[src/rtl/tsi_pkg.sv]
// Package for the timestamped sample interpolator: sizes, status codes and
// controller state encoding. No dependencies.
`default_nettype none
package tsi_pkg;
  localparam int SAMPLES_DEF      = 8;
  localparam int CHANNEL_BITS_DEF = 16;
  localparam int TIME_BITS        = 32;
  localparam int WEIGHT_BITS      = 16;
  localparam int NUM_CHAN         = 6;

  typedef enum logic [1:0] {
    STAT_INTERP = 2'd0,
    STAT_BEFORE = 2'd1,
    STAT_AFTER  = 2'd2,
    STAT_NOPAIR = 2'd3
  } status_t;

  typedef enum logic [2:0] {
    ST_IDLE, ST_LOAD, ST_EDGE, ST_SCAN, ST_DIV, ST_BLEND, ST_OUT
  } ctl_state_t;

  // Controller to datapath commands.
  typedef struct packed {
    logic load;        // write the input sample into the current slot
    logic cap_query;   // latch the query and reset scan index
    logic read_next;   // advance the scan index and read the pair
    logic div_start;   // start the weight divider
    logic div_step;    // one divider iteration
    logic blend;       // compute the interpolated channels
    logic pick_first;  // select slot 0 for output
    logic pick_last;   // select last slot for output
    logic [1:0] status;
  } tsi_cmd_t;

  // Datapath to controller status.
  typedef struct packed {
    logic q_le_first;
    logic q_ge_last;
    logic pair_hit;
    logic scan_end;
    logic div_done;
  } tsi_stat_t;
endpackage
`default_nettype wire

[src/rtl/tsi_ctrl.sv]
// Controller state machine of the interpolator.
// Depends on tsi_pkg.
`default_nettype none
module tsi_ctrl (
  input  wire logic              clk,
  input  wire logic              rst_n,
  input  wire logic              in_fire,
  input  wire logic              in_op,
  input  wire logic              out_free,
  input  wire tsi_pkg::tsi_stat_t st,
  output tsi_pkg::tsi_cmd_t      cmd,
  output logic                   in_ready,
  output logic                   res_valid
);
  import tsi_pkg::*;
  ctl_state_t state_r, state_nxt;

  always_ff @(posedge clk) begin
    if (!rst_n) state_r <= ST_IDLE;
    else        state_r <= state_nxt;
  end

  always_comb begin
    state_nxt = state_r;
    cmd       = '0;
    in_ready  = 1'b0;
    res_valid = 1'b0;
    unique case (state_r)
      ST_IDLE: begin
        in_ready = 1'b1;
        if (in_fire) begin
          if (in_op) begin
            cmd.cap_query = 1'b1;
            state_nxt = ST_EDGE;
          end else begin
            cmd.load = 1'b1;
          end
        end
      end
      ST_EDGE: begin
        if (st.q_le_first) begin
          cmd.pick_first = 1'b1;
          cmd.status = STAT_BEFORE;
          state_nxt = ST_OUT;
        end else if (st.q_ge_last) begin
          cmd.pick_last = 1'b1;
          cmd.status = STAT_AFTER;
          state_nxt = ST_OUT;
        end else begin
          state_nxt = ST_SCAN;
        end
      end
      ST_SCAN: begin
        if (st.pair_hit) begin
          cmd.div_start = 1'b1;
          state_nxt = ST_DIV;
        end else if (st.scan_end) begin
          cmd.pick_first = 1'b1;
          cmd.status = STAT_NOPAIR;
          state_nxt = ST_OUT;
        end else begin
          cmd.read_next = 1'b1;
        end
      end
      ST_DIV: begin
        if (st.div_done) state_nxt = ST_BLEND;
        else cmd.div_step = 1'b1;
      end
      ST_BLEND: begin
        cmd.blend = 1'b1;
        cmd.status = STAT_INTERP;
        state_nxt = ST_OUT;
      end
      ST_OUT: begin
        res_valid = 1'b1;
        if (out_free) state_nxt = ST_IDLE;
      end
      default: state_nxt = ST_IDLE;
    endcase
  end
endmodule
`default_nettype wire

[config.mk]
export PLATFORM = sky130hd
export DESIGN_NAME = tsi_ctrl
export DESIGN_NICKNAME = d
export VERILOG_FILES = /design/src/rtl/tsi_pkg.sv /design/src/rtl/tsi_ctrl.sv
export SDC_FILE = /design/constraint.sdc
export NUM_CORES = 1
export LEC_CHECK = 0
export BUFFER_PORTS_ARGS = -buffer_cell sky130_fd_sc_hd__buf_4
export CORE_AREA = 2 2 39 41
export CTS_CLUSTER_SIZE = 14
export DETAILED_ROUTE_END_ITERATION = 6
export DIE_AREA = 0 0 41 43
export SLEW_MARGIN = 20
export SYNTH_ARGS = -nofsm -noshare
export SYNTH_HDL_FRONTEND = slang
export SYNTH_SLANG_ARGS = --single-unit
[constraint.sdc]
create_clock -name clk -period 1.1 [get_ports clk]
set_clock_uncertainty 0.05 [all_clocks]
set_input_delay 0.165 -clock clk [delete_from_list [all_inputs] [get_ports clk]]
set_output_delay 0.165 -clock clk [all_outputs]
set_load 0.02 [all_outputs]
==> impl_metrics.toml, run 1 <==
[run_status]
status = "finished with violations"
violations = "negative setup slack"

[grt]
grt_max_degree = 8
grt_overflow = 0
antenna_found_initial = 0
grt_pass1_wl_um = 1900
grt_pass1_vias = 474
grt_usage = 0.160

[run]
maxCapViolations = 0

[critical_path]
crit_required_ps = 880
crit_path_end = "cmd[8]"
path_cells = "buf_6, nor3_4, and3_4, buf_6"
crit_type = "flop to primary output"
critical_path.startpoint = "state_r[0]$_SDFFE_PN0P_"
r2r_start = "state_r[2]$_SDFFE_PN0P_"
critPathArrivalTime_ps = 1220
r2r_slack_ps = -140
max_stage_delay_ps = 370
startpoint_type = "flop"
rr_endpoint = "state_r[0]$_SDFFE_PN0P_"
cp_max_fo = 7
endpoint_kind = "primary output"
worst_r2r_path_depth = 5
cp_slowest_cell = "dfxtp_4"
cp_common_cell = "buf_6"

[detailed_routing]
first_iter_violations = 2
drtPass1Iterations = 4
wire_per_inst_um = 13.2
wl_um = 1270
vias = 483
drtAntennaViolNets = 0
drc_errors = 0
viasPerCell = 5.03

[sta]
setup_ws_ps = -340
worst_pin_slew_ps = 257
setup_violations = 15
max_slew_margin = 0.827
rsz0062_at_grt = "true"
finalHoldViolCount = 0
slew_viol_final = 0
max_freq_mhz = 695
fin_crit_ps = 1440
period_share = 1.31
fin_setup_tns_ps = -3440

[final_layout]
fin_nets = 91
top_register = "state_r"
largest_reg_flops = 3
drive_gt1_frac = 0.788
areaGrowthSynthToFinish_pct = 127
final.fill_count = 140
reg.largest.list = "state_r: 3 flops"
multi_input_area_um2 = 355
n_antenna_cell = 0
seq_area_um2 = 68.8

[die]
std_cell_rows = 14
core-area_um2 = 1380
die-area_um2 = 1760
die_y_um = 43
die_w_um = 41
start_util = 0.250
io_pins = 22

[yosys]
synth_top_family_by_area = "simple AND/OR/NAND/NOR gates"
synth_area_um2 = 347
synth_compound_area_frac = 0.227
synth_cell_types = 25
ys_ff_latch = 3
ys_async_sr_fraction = 0
synth_xor_area_frac = 0
ys_seq_area_frac = 0.173
synth_edf_count = 0
synth_area_leaders = "dfxtp_1, nor2_1, nor4b_4, buf_4, nand2_1"
syn_avg_cell_area_um2 = 7.53
synthMuxAreaShare = 0
synth-adder-area-share = 0
synth_top_area_share = 0.173
synthTopCellsByCount = "nor2_1, nand2_1, buf_4, dfxtp_1"
syn_inst = 46
synth.most_common_cell = "nor2_1"
yosys.area_share.simple = 0.487
yosysTopAreaCell = "dfxtp_1"
yosys_warnings = 0
syn_nets = 56
ys.flop_type = "dfxtp_1"

[clocking]
insertion_delay_ps = 240
clock_sinks = 3
ctsRootBufferMaster = "clkbuf_4"
clk_pin_slew_ps = 40
cts_tree = "built"
htreeDepth = 1
cts_buffer_depth = 2
numCtsBuffers = 3
ctsHoldBuffers = 0

[placed_design]
gp_congestion = 0.796
dp_hpwl_um = 856
io_buffers = 21

[power_and_ir_drop]
power.total_mw = 0.798
p_leak_nw = 0.351
power.density_nw_per_um2 = 1010
vdd.ir_drop.worst_mv = 0.507

[min_path]
hold_class = "input port to flop"
min_from = "rst_n"
==> critical path: cells and delay by family (launching register included) <==
family / cells / cell delay, ps
flip-flops: 1 / 370
AND/OR/NAND/NOR: 2 / 380
buffers and inverters: 2 / 240
==> metrics by stage <==
step	hold slack (ps)	std cells	area (µm²)	utilization	setup WS, ps
3_5_place_dp	381	88	624	0.451	-211
3_3_place_gp	387	88	624	0.451	-193
5_1_grt	167	96	787	0.569	-370
6_report	150	96	787	0.569	-340
2_1_floorplan	257	46	409	-	-194
4_1_cts	142	96	757	0.547	-336
==> area by class of cell <==
class,count,area share
Timing Repair Buffer,35,0.402
Clock buffer,4,0.0334
Sequential cell,3,0.0874
Multi-Input combinational cell,38,0.452
Tap cell,16,0.0254
==> cell families (layout without fill, tap and decap cells) <==
logic type / count (synthesis) / in the layout
flip-flops: 3 / 3
AO/OA/AOI/OAI: 11 / 11
AND/OR/NAND/NOR: 27 / 27
buffers and inverters: 5 / 39
==> report_power, final <==
group          switching [mW]  total, mW  internal (mW)
logic                   0.202      0.445          0.243
registers              0.0314      0.156          0.124
clock network          0.0609      0.197          0.136
total                   0.295      0.798          0.503
==> layer usage <==
layer | vias to the layer above | GRT usage | part of all wire
met4 | 0 | 0.100 | 0.022
met5 | - | 0 | 0
li1 | 233 | - | -
met2 | 22 | 0.275 | 0.57
met3 | 4 | 0.0157 | 0.071
met1 | 224 | 0.173 | 0.33
==> worst min-delay path by stage <==
stage,endpoint,slack [ps],cells past startpoint
detailed placement,state_r[2]$_SDFFE_PN0P_,380,2
finish,state_r[2]$_SDFFE_PN0P_,150,2
CTS,state_r[2]$_SDFFE_PN0P_,140,2
floorplan,state_r[1]$_SDFFE_PN0P_,260,2
global placement,state_r[2]$_SDFFE_PN0P_,390,2
global route,state_r[2]$_SDFFE_PN0P_,170,2
==> layout by cell type, fill, tap and decap left out <==
master / synthesis / layout
buf_4: 3 / 23
buf_6: 1 / 11
nor2_1: 7 / 4
nand2_1: 5 / 4
clkbuf_4: 0 / 3
nand2b_4: 0 / 2
nor2_4: 0 / 2
nor3b_2: 1 / 2
o22ai_2: 0 / 2
dfxtp_4: 0 / 2
nor2b_1: 2 / 1
and2_2: 0 / 1
nor3_4: 0 / 1
and3_4: 0 / 1
nand3b_1: 1 / 1
a21oi_4: 0 / 1
nand2_2: 0 / 1
a21oi_2: 0 / 1
nor2b_4: 0 / 1
nor2_2: 0 / 1
o31ai_1: 1 / 1
and3b_2: 1 / 1
a211o_1: 1 / 1
nor4b_4: 1 / 1
nand4b_1: 1 / 1
o31ai_2: 1 / 1
o21ai_2: 0 / 1
nor3_2: 0 / 1
o2bb2ai_1: 1 / 1
and3_1: 2 / 1
o21ai_0: 2 / 1
a221oi_2: 0 / 1
clkbuf_1: 0 / 1
buf_12: 0 / 1
dfxtp_2: 0 / 1
==> timing repair <==
action	CTS	global route
endpoints found under the setup margin	15	15
pin swaps	15	6
gates resized for setup	21	8
setup buffers	4	1
Power figures use the tool's default switching activity.
==> inputs of run 2 (changes only) <==
--- a/config.mk
+++ b/config.mk
@@ -10,6 +10,7 @@
 export CTS_CLUSTER_SIZE = 14
 export DETAILED_ROUTE_END_ITERATION = 6
 export DIE_AREA = 0 0 41 43
+export PLACE_DENSITY_LB_ADDON = 0.15
 export SLEW_MARGIN = 20
 export SYNTH_ARGS = -nofsm -noshare
 export SYNTH_HDL_FRONTEND = slang
==> constraint.sdc (replaced) <==
create_clock -name clk -period 1.1 [get_ports clk]
set_clock_uncertainty 0.05 [all_clocks]
set_input_delay 0.11 -clock clk [delete_from_list [all_inputs] [get_ports clk]]
set_output_delay 0.11 -clock clk [all_outputs]
set_load 0.02 [all_outputs]
==> run 2 against run 1 <==
Net effect: clock power is 3% lower; die area stayed put; cell count is 1.0% lower; worst hold slack worse by 44 ps; utilization is 2.2 points lower; the run still ends with negative setup slack left; via count is 4.6% lower; power is 3.5% lower; sequential share of layout area is 0.35 points higher; non-clock buffer count is 1 lower; flip-flop and latch count stayed put.
==> impl_metrics.toml, run 2 (synthesis results as in run 1) <==
[run_status]
status = "finished with violations"
violations = "negative setup slack"

[min_path]
min_from = "rst_n"
whs_path_depth = 2
hold_class = "input port to flop"
worstHoldEndpoint = "state_r[2]$_SDFFE_PN0P_"

[clocking]
ctsRootBufferMaster = "clkbuf_4"
htreeDepth = 1
clk_pin_slew_ps = 30
ctsHoldBuffers = 0
cts_buffer_depth = 2
insertion_delay_ps = 230
numCtsBuffers = 3
clock_sinks = 3
cts_tree = "built"

[sta]
finalHoldViolCount = 0
setup_ws_ps = -255
worst_pin_slew_ps = 230
rsz0062_at_grt = "true"
max_slew_margin = 0.847
setup_violations = 15
holdWs_ps = 106
fin_crit_ps = 1350
max_freq_mhz = 738
slew_viol_final = 0
period_share = 1.23

[detailed_routing]
wl_um = 1050
wl_met2_um = 568
drc_errors = 0
first_iter_violations = 0
topRoutingLayerUsed = "met3"
drtPass1Iterations = 1
dr_wl_met3_um = 70
m1WireLength_um = 412
vias = 461
viasPerCell = 4.85
drtAntennaViolNets = 0
wire_per_inst_um = 11.1

[placed_design]
io_buffers = 21
place_area_um2 = 586
dp_hpwl_um = 777
gp_congestion = 0.701
dp_worst_setup_slack_ps = -117

[grt]
antenna_found_initial = 0
grt_overflow = 0
grt_pass1_wl_um = 1760
grt_pass1_vias = 434
grt_usage = 0.146
grt_max_degree = 8

[power_and_ir_drop]
power.density_nw_per_um2 = 1020
vdd.ir_drop.worst_mv = 0.564
p_leak_nw = 0.340

[die]
core-area_um2 = 1380
std_cell_rows = 14
io_pins = 22
start_util = 0.250
die_w_um = 41
die_y_um = 43
die-area_um2 = 1760

[final_layout]
areaGrowthSynthToFinish_pct = 118
n_antenna_cell = 0
largest_reg_flops = 3
fin_nets = 90
mostFrequentLayoutCells = "buf_4, buf_6, nand2_1, nor2_1, clkbuf_4"
reg.largest.list = "state_r: 3 flops"
top_register = "state_r"
postLayoutCellArea_um2 = 757
drive_gt1_frac = 0.797
layout_commonest_cell = "buf_4"

[critical_path]
rr_endpoint = "state_r[1]$_SDFFE_PN0P_"
endpoint_kind = "primary output"
cp_common_cell = "buf_6"
critPathArrivalTime_ps = 1190
r2r_start = "state_r[0]$_SDFFE_PN0P_"
worst_r2r_path_depth = 5
max_stage_delay_ps = 350
cp_slowest_cell = "dfxtp_4"
startpoint_type = "flop"
crit_required_ps = 940
path_cells = "buf_6, nor3_4, and3_4, buf_6"
critical_path.startpoint = "state_r[0]$_SDFFE_PN0P_"
crit_type = "flop to primary output"
r2r_slack_ps = -70
cp_max_fo = 5

[run]
maxCapViolations = 0
## run 2: cell types whose count changed in the layout (fill, tap and decap cells not counted), sizes merged
| cell | previous run | this run |
|---|---|---|
| buf | 35 | 34 |
## run 2: critical path: cells and delay by family (launching register included)
family | cells | cell delay, ps
DFF | 1 | 350
buffers and inverters | 2 | 230
and+or+nand+nor | 2 | 380
## run 2: layout make-up
cell class / instances / area, µm²
Sequential cell: 3 / 68.8
Timing Repair Buffer: 34 / 285
Fill cell: 144 / 627
Clock buffer: 4 / 26.3
Multi-Input combinational cell: 38 / 357
Tap cell: 16 / 20.0
## run 2: worst max path at each step
| stage | cells after the start | slack [ps] | endpoint |
|---|---|---|---|
| final | 4 | -250 | cmd[8] |
| after global routing | 4 | -320 | cmd[8] |
| after CTS | 4 | -270 | cmd[8] |
| after detailed placement | 3 | -120 | cmd[5] |
| after global placement | 3 | -120 | cmd[5] |
| after floorplan | 5 | -140 | cmd[3] |
## run 2: per-stage QoR
step / setup TNS [ps] / total power, mW / util / cells
6_report: -2510 / 0.770 / 0.547 / 95
5_1_grt: -3350 / 0.834 / 0.547 / 95
4_1_cts: -2720 / 0.756 / 0.516 / 94
3_5_place_dp: -928 / 0.485 / 0.423 / 87
3_3_place_gp: -1040 / 0.485 / 0.423 / 87
2_1_floorplan: -729 / 0.352 / - / 46
## run 2: where the power goes
part,total (mW),leakage (nW),switching (mW),internal [mW]
logic,0.424,0.298,0.189,0.235
clock network,0.191,0.0150,0.0549,0.136
registers,0.156,0.0264,0.0317,0.124
## run 2: per-layer routing
metal / global-route usage / vias up
li1: - / 232
met1: 0.173 / 212
met2: 0.241 / 17
met3: 0.0157 / 0
met4: 0.0800 / 0
met5: 0 / -
## run 2: repair_timing
item / CTS / global route
setup endpoints to repair: 15 / 15
pin swaps: 11 / 5
gates cloned: 0 / 0
resized for setup: 22 / 9
buffers inserted: 3 / 1
==> inputs of run 3 (changes only) <==
--- a/config.mk
+++ b/config.mk
@@ -15,3 +15,4 @@
 export SYNTH_ARGS = -nofsm -noshare
 export SYNTH_HDL_FRONTEND = slang
 export SYNTH_SLANG_ARGS = --single-unit
+export TNS_END_PERCENT = 20
==> run 3 against run 2 <==
Net effect: worst setup slack better by 4.5 ps; largest power group unchanged; first-iteration DRC count grew 6; fmax is 0.33% higher; worst hold slack better by 3.4 ps; non-clock buffer count is the same; count of clock-buffer cells in the layout stayed put; via count shrank 0.22%; sequential share of layout area up 0.47 points; the run still ends with negative setup slack left; sequential power hardly changed; die area unchanged; power fell by 2.7%.
==> impl_metrics.toml, run 3 (synthesis results as in run 1) <==
[run_status]
status = "finished with violations"
violations = "negative setup slack"

[critical_path]
crit_required_ps = 940
r2r_start = "state_r[2]$_SDFFE_PN0P_"
cp_max_fo = 6
worst_r2r_path_depth = 5
path_cells = "buf_6, nor3_4, and3_4, buf_6"
cp_slowest_cell = "dfxtp_4"
crit_type = "flop to primary output"
startpoint_type = "flop"
critPathArrivalTime_ps = 1190
max_stage_delay_ps = 350
cp_common_cell = "buf_6"
rr_endpoint = "state_r[0]$_SDFFE_PN0P_"
r2r_slack_ps = -130
endpoint_kind = "primary output"

[min_path]
whs_path_depth = 2
min_from = "rst_n"
hold_class = "input port to flop"
worstHoldEndpoint = "state_r[2]$_SDFFE_PN0P_"

[detailed_routing]
wire_per_inst_um = 11.1
drc_errors = 0
first_iter_violations = 6
drtPass1Iterations = 4
wl_um = 1060
vias = 460
drtAntennaViolNets = 0
viasPerCell = 4.84

[final_layout]
top_register = "state_r"
finalNonFillerCells = 95
final.fill_count = 149
drive_gt1_frac = 0.709
n_antenna_cell = 0
fin_nets = 90
areaGrowthSynthToFinish_pct = 108
mostFrequentLayoutCells = "buf_4, buf_6, nor2_1"
post-route-util = 0.520
largest_reg_flops = 3
reg.largest.list = "state_r: 3 flops"
layout_commonest_cell = "buf_4"

[clocking]
insertion_delay_ps = 230
ctsHoldBuffers = 0
cts_buffer_depth = 2
clk_pin_slew_ps = 30
clock_sinks = 3
cts_tree = "built"
ctsRootBufferMaster = "clkbuf_4"
htreeDepth = 1
numCtsBuffers = 3

[die]
start_util = 0.250
die_y_um = 43
std_cell_rows = 14
core-area_um2 = 1380
die_w_um = 41
die-area_um2 = 1760
io_pins = 22

[power_and_ir_drop]
clkPwrFrac = 0.254
seqPwrFrac = 0.205
p_leak_nw = 0.331
power.density_nw_per_um2 = 1040
comb_power_share = 0.542
vdd.ir_drop.worst_mv = 0.566
swShare = 0.353
power.switching_mw = 0.264
p_int_mw = 0.485

[placed_design]
dp_hpwl_um = 777
gp_congestion = 0.701
io_buffers = 21
dpl.cell_count = 87

[sta]
holdWs_ps = 110
setup_ws_ps = -250
fin_crit_ps = 1350
max_slew_margin = 0.832
finalHoldViolCount = 0
setup_violations = 15
worst_pin_slew_ps = 250
rsz0062_at_grt = "true"
period_share = 1.23
max_freq_mhz = 741
slew_viol_final = 0

[grt]
grt_pass1_wl_um = 1730
grt_pass1_vias = 434
antenna_found_initial = 0
grt_usage = 0.143
grt_overflow = 0
grt_max_degree = 8

[run]
maxCapViolations = 0
run 3: metrics by stage:
| step | TNS [ps] | total power, mW | worst slack, ps | area [µm²] |
|---|---|---|---|---|
| finish | -2540 | 0.750 | -250 | 719 |
| global route | -3550 | 0.813 | -321 | 719 |
| CTS | -2730 | 0.742 | -273 | 694 |
| detailed placement | -928 | 0.485 | -117 | 586 |
| global placement | -1040 | 0.485 | -124 | 586 |
| floorplan | -729 | 0.352 | -139 | 390 |
run 3: what timing repair did:
item	in CTS	in global routing
setup endpoints to repair	15	15
resized for setup	17	6
pin swaps	10	4
setup buffers	3	1
run 3: routing by layer:
metal,track usage,share of wire
met1,0.169,0.41
met2,0.234,0.53
met3,0.0157,0.059
met4,0.0800,0
met5,0,0
run 3: worst max path at each step:
stage | start | to | slack, ps | cells after the start
floorplan | state_r[0]$_SDFFE_PN0P_ | cmd[3] | -140 | 5
global placement | state_r[2]$_SDFFE_PN0P_ | cmd[5] | -120 | 3
detailed placement | state_r[2]$_SDFFE_PN0P_ | cmd[5] | -120 | 3
CTS | state_r[0]$_SDFFE_PN0P_ | cmd[8] | -270 | 4
global route | state_r[2]$_SDFFE_PN0P_ | cmd[8] | -320 | 4
finish | state_r[2]$_SDFFE_PN0P_ | cmd[8] | -250 | 4
run 3: area by class of cell:
cell class,count,area [µm²],area share
clock buffers,4,26.3,0.0365
multi-input cells,38,319,0.443
flip-flops and latches,3,68.8,0.0957
well taps,16,20.0,0.0278
repair buffers,34,285,0.397
run 3: power by group through the flow:
stage | logic (mW) | clock network, mW | registers, mW
2_1_floorplan | 0.224 | 0 | 0.128
3_3_place_gp | 0.334 | 0 | 0.151
3_5_place_dp | 0.335 | 0 | 0.150
4_1_cts | 0.387 | 0.201 | 0.154
5_1_grt | 0.441 | 0.216 | 0.156
6_report | 0.406 | 0.190 | 0.153
run 3: critical path: cells and delay by family, from the launching register on:
kind	cells	cell delay, ps
and+or+nand+nor	2	390
DFF	1	350
buffers and inverters	2	230
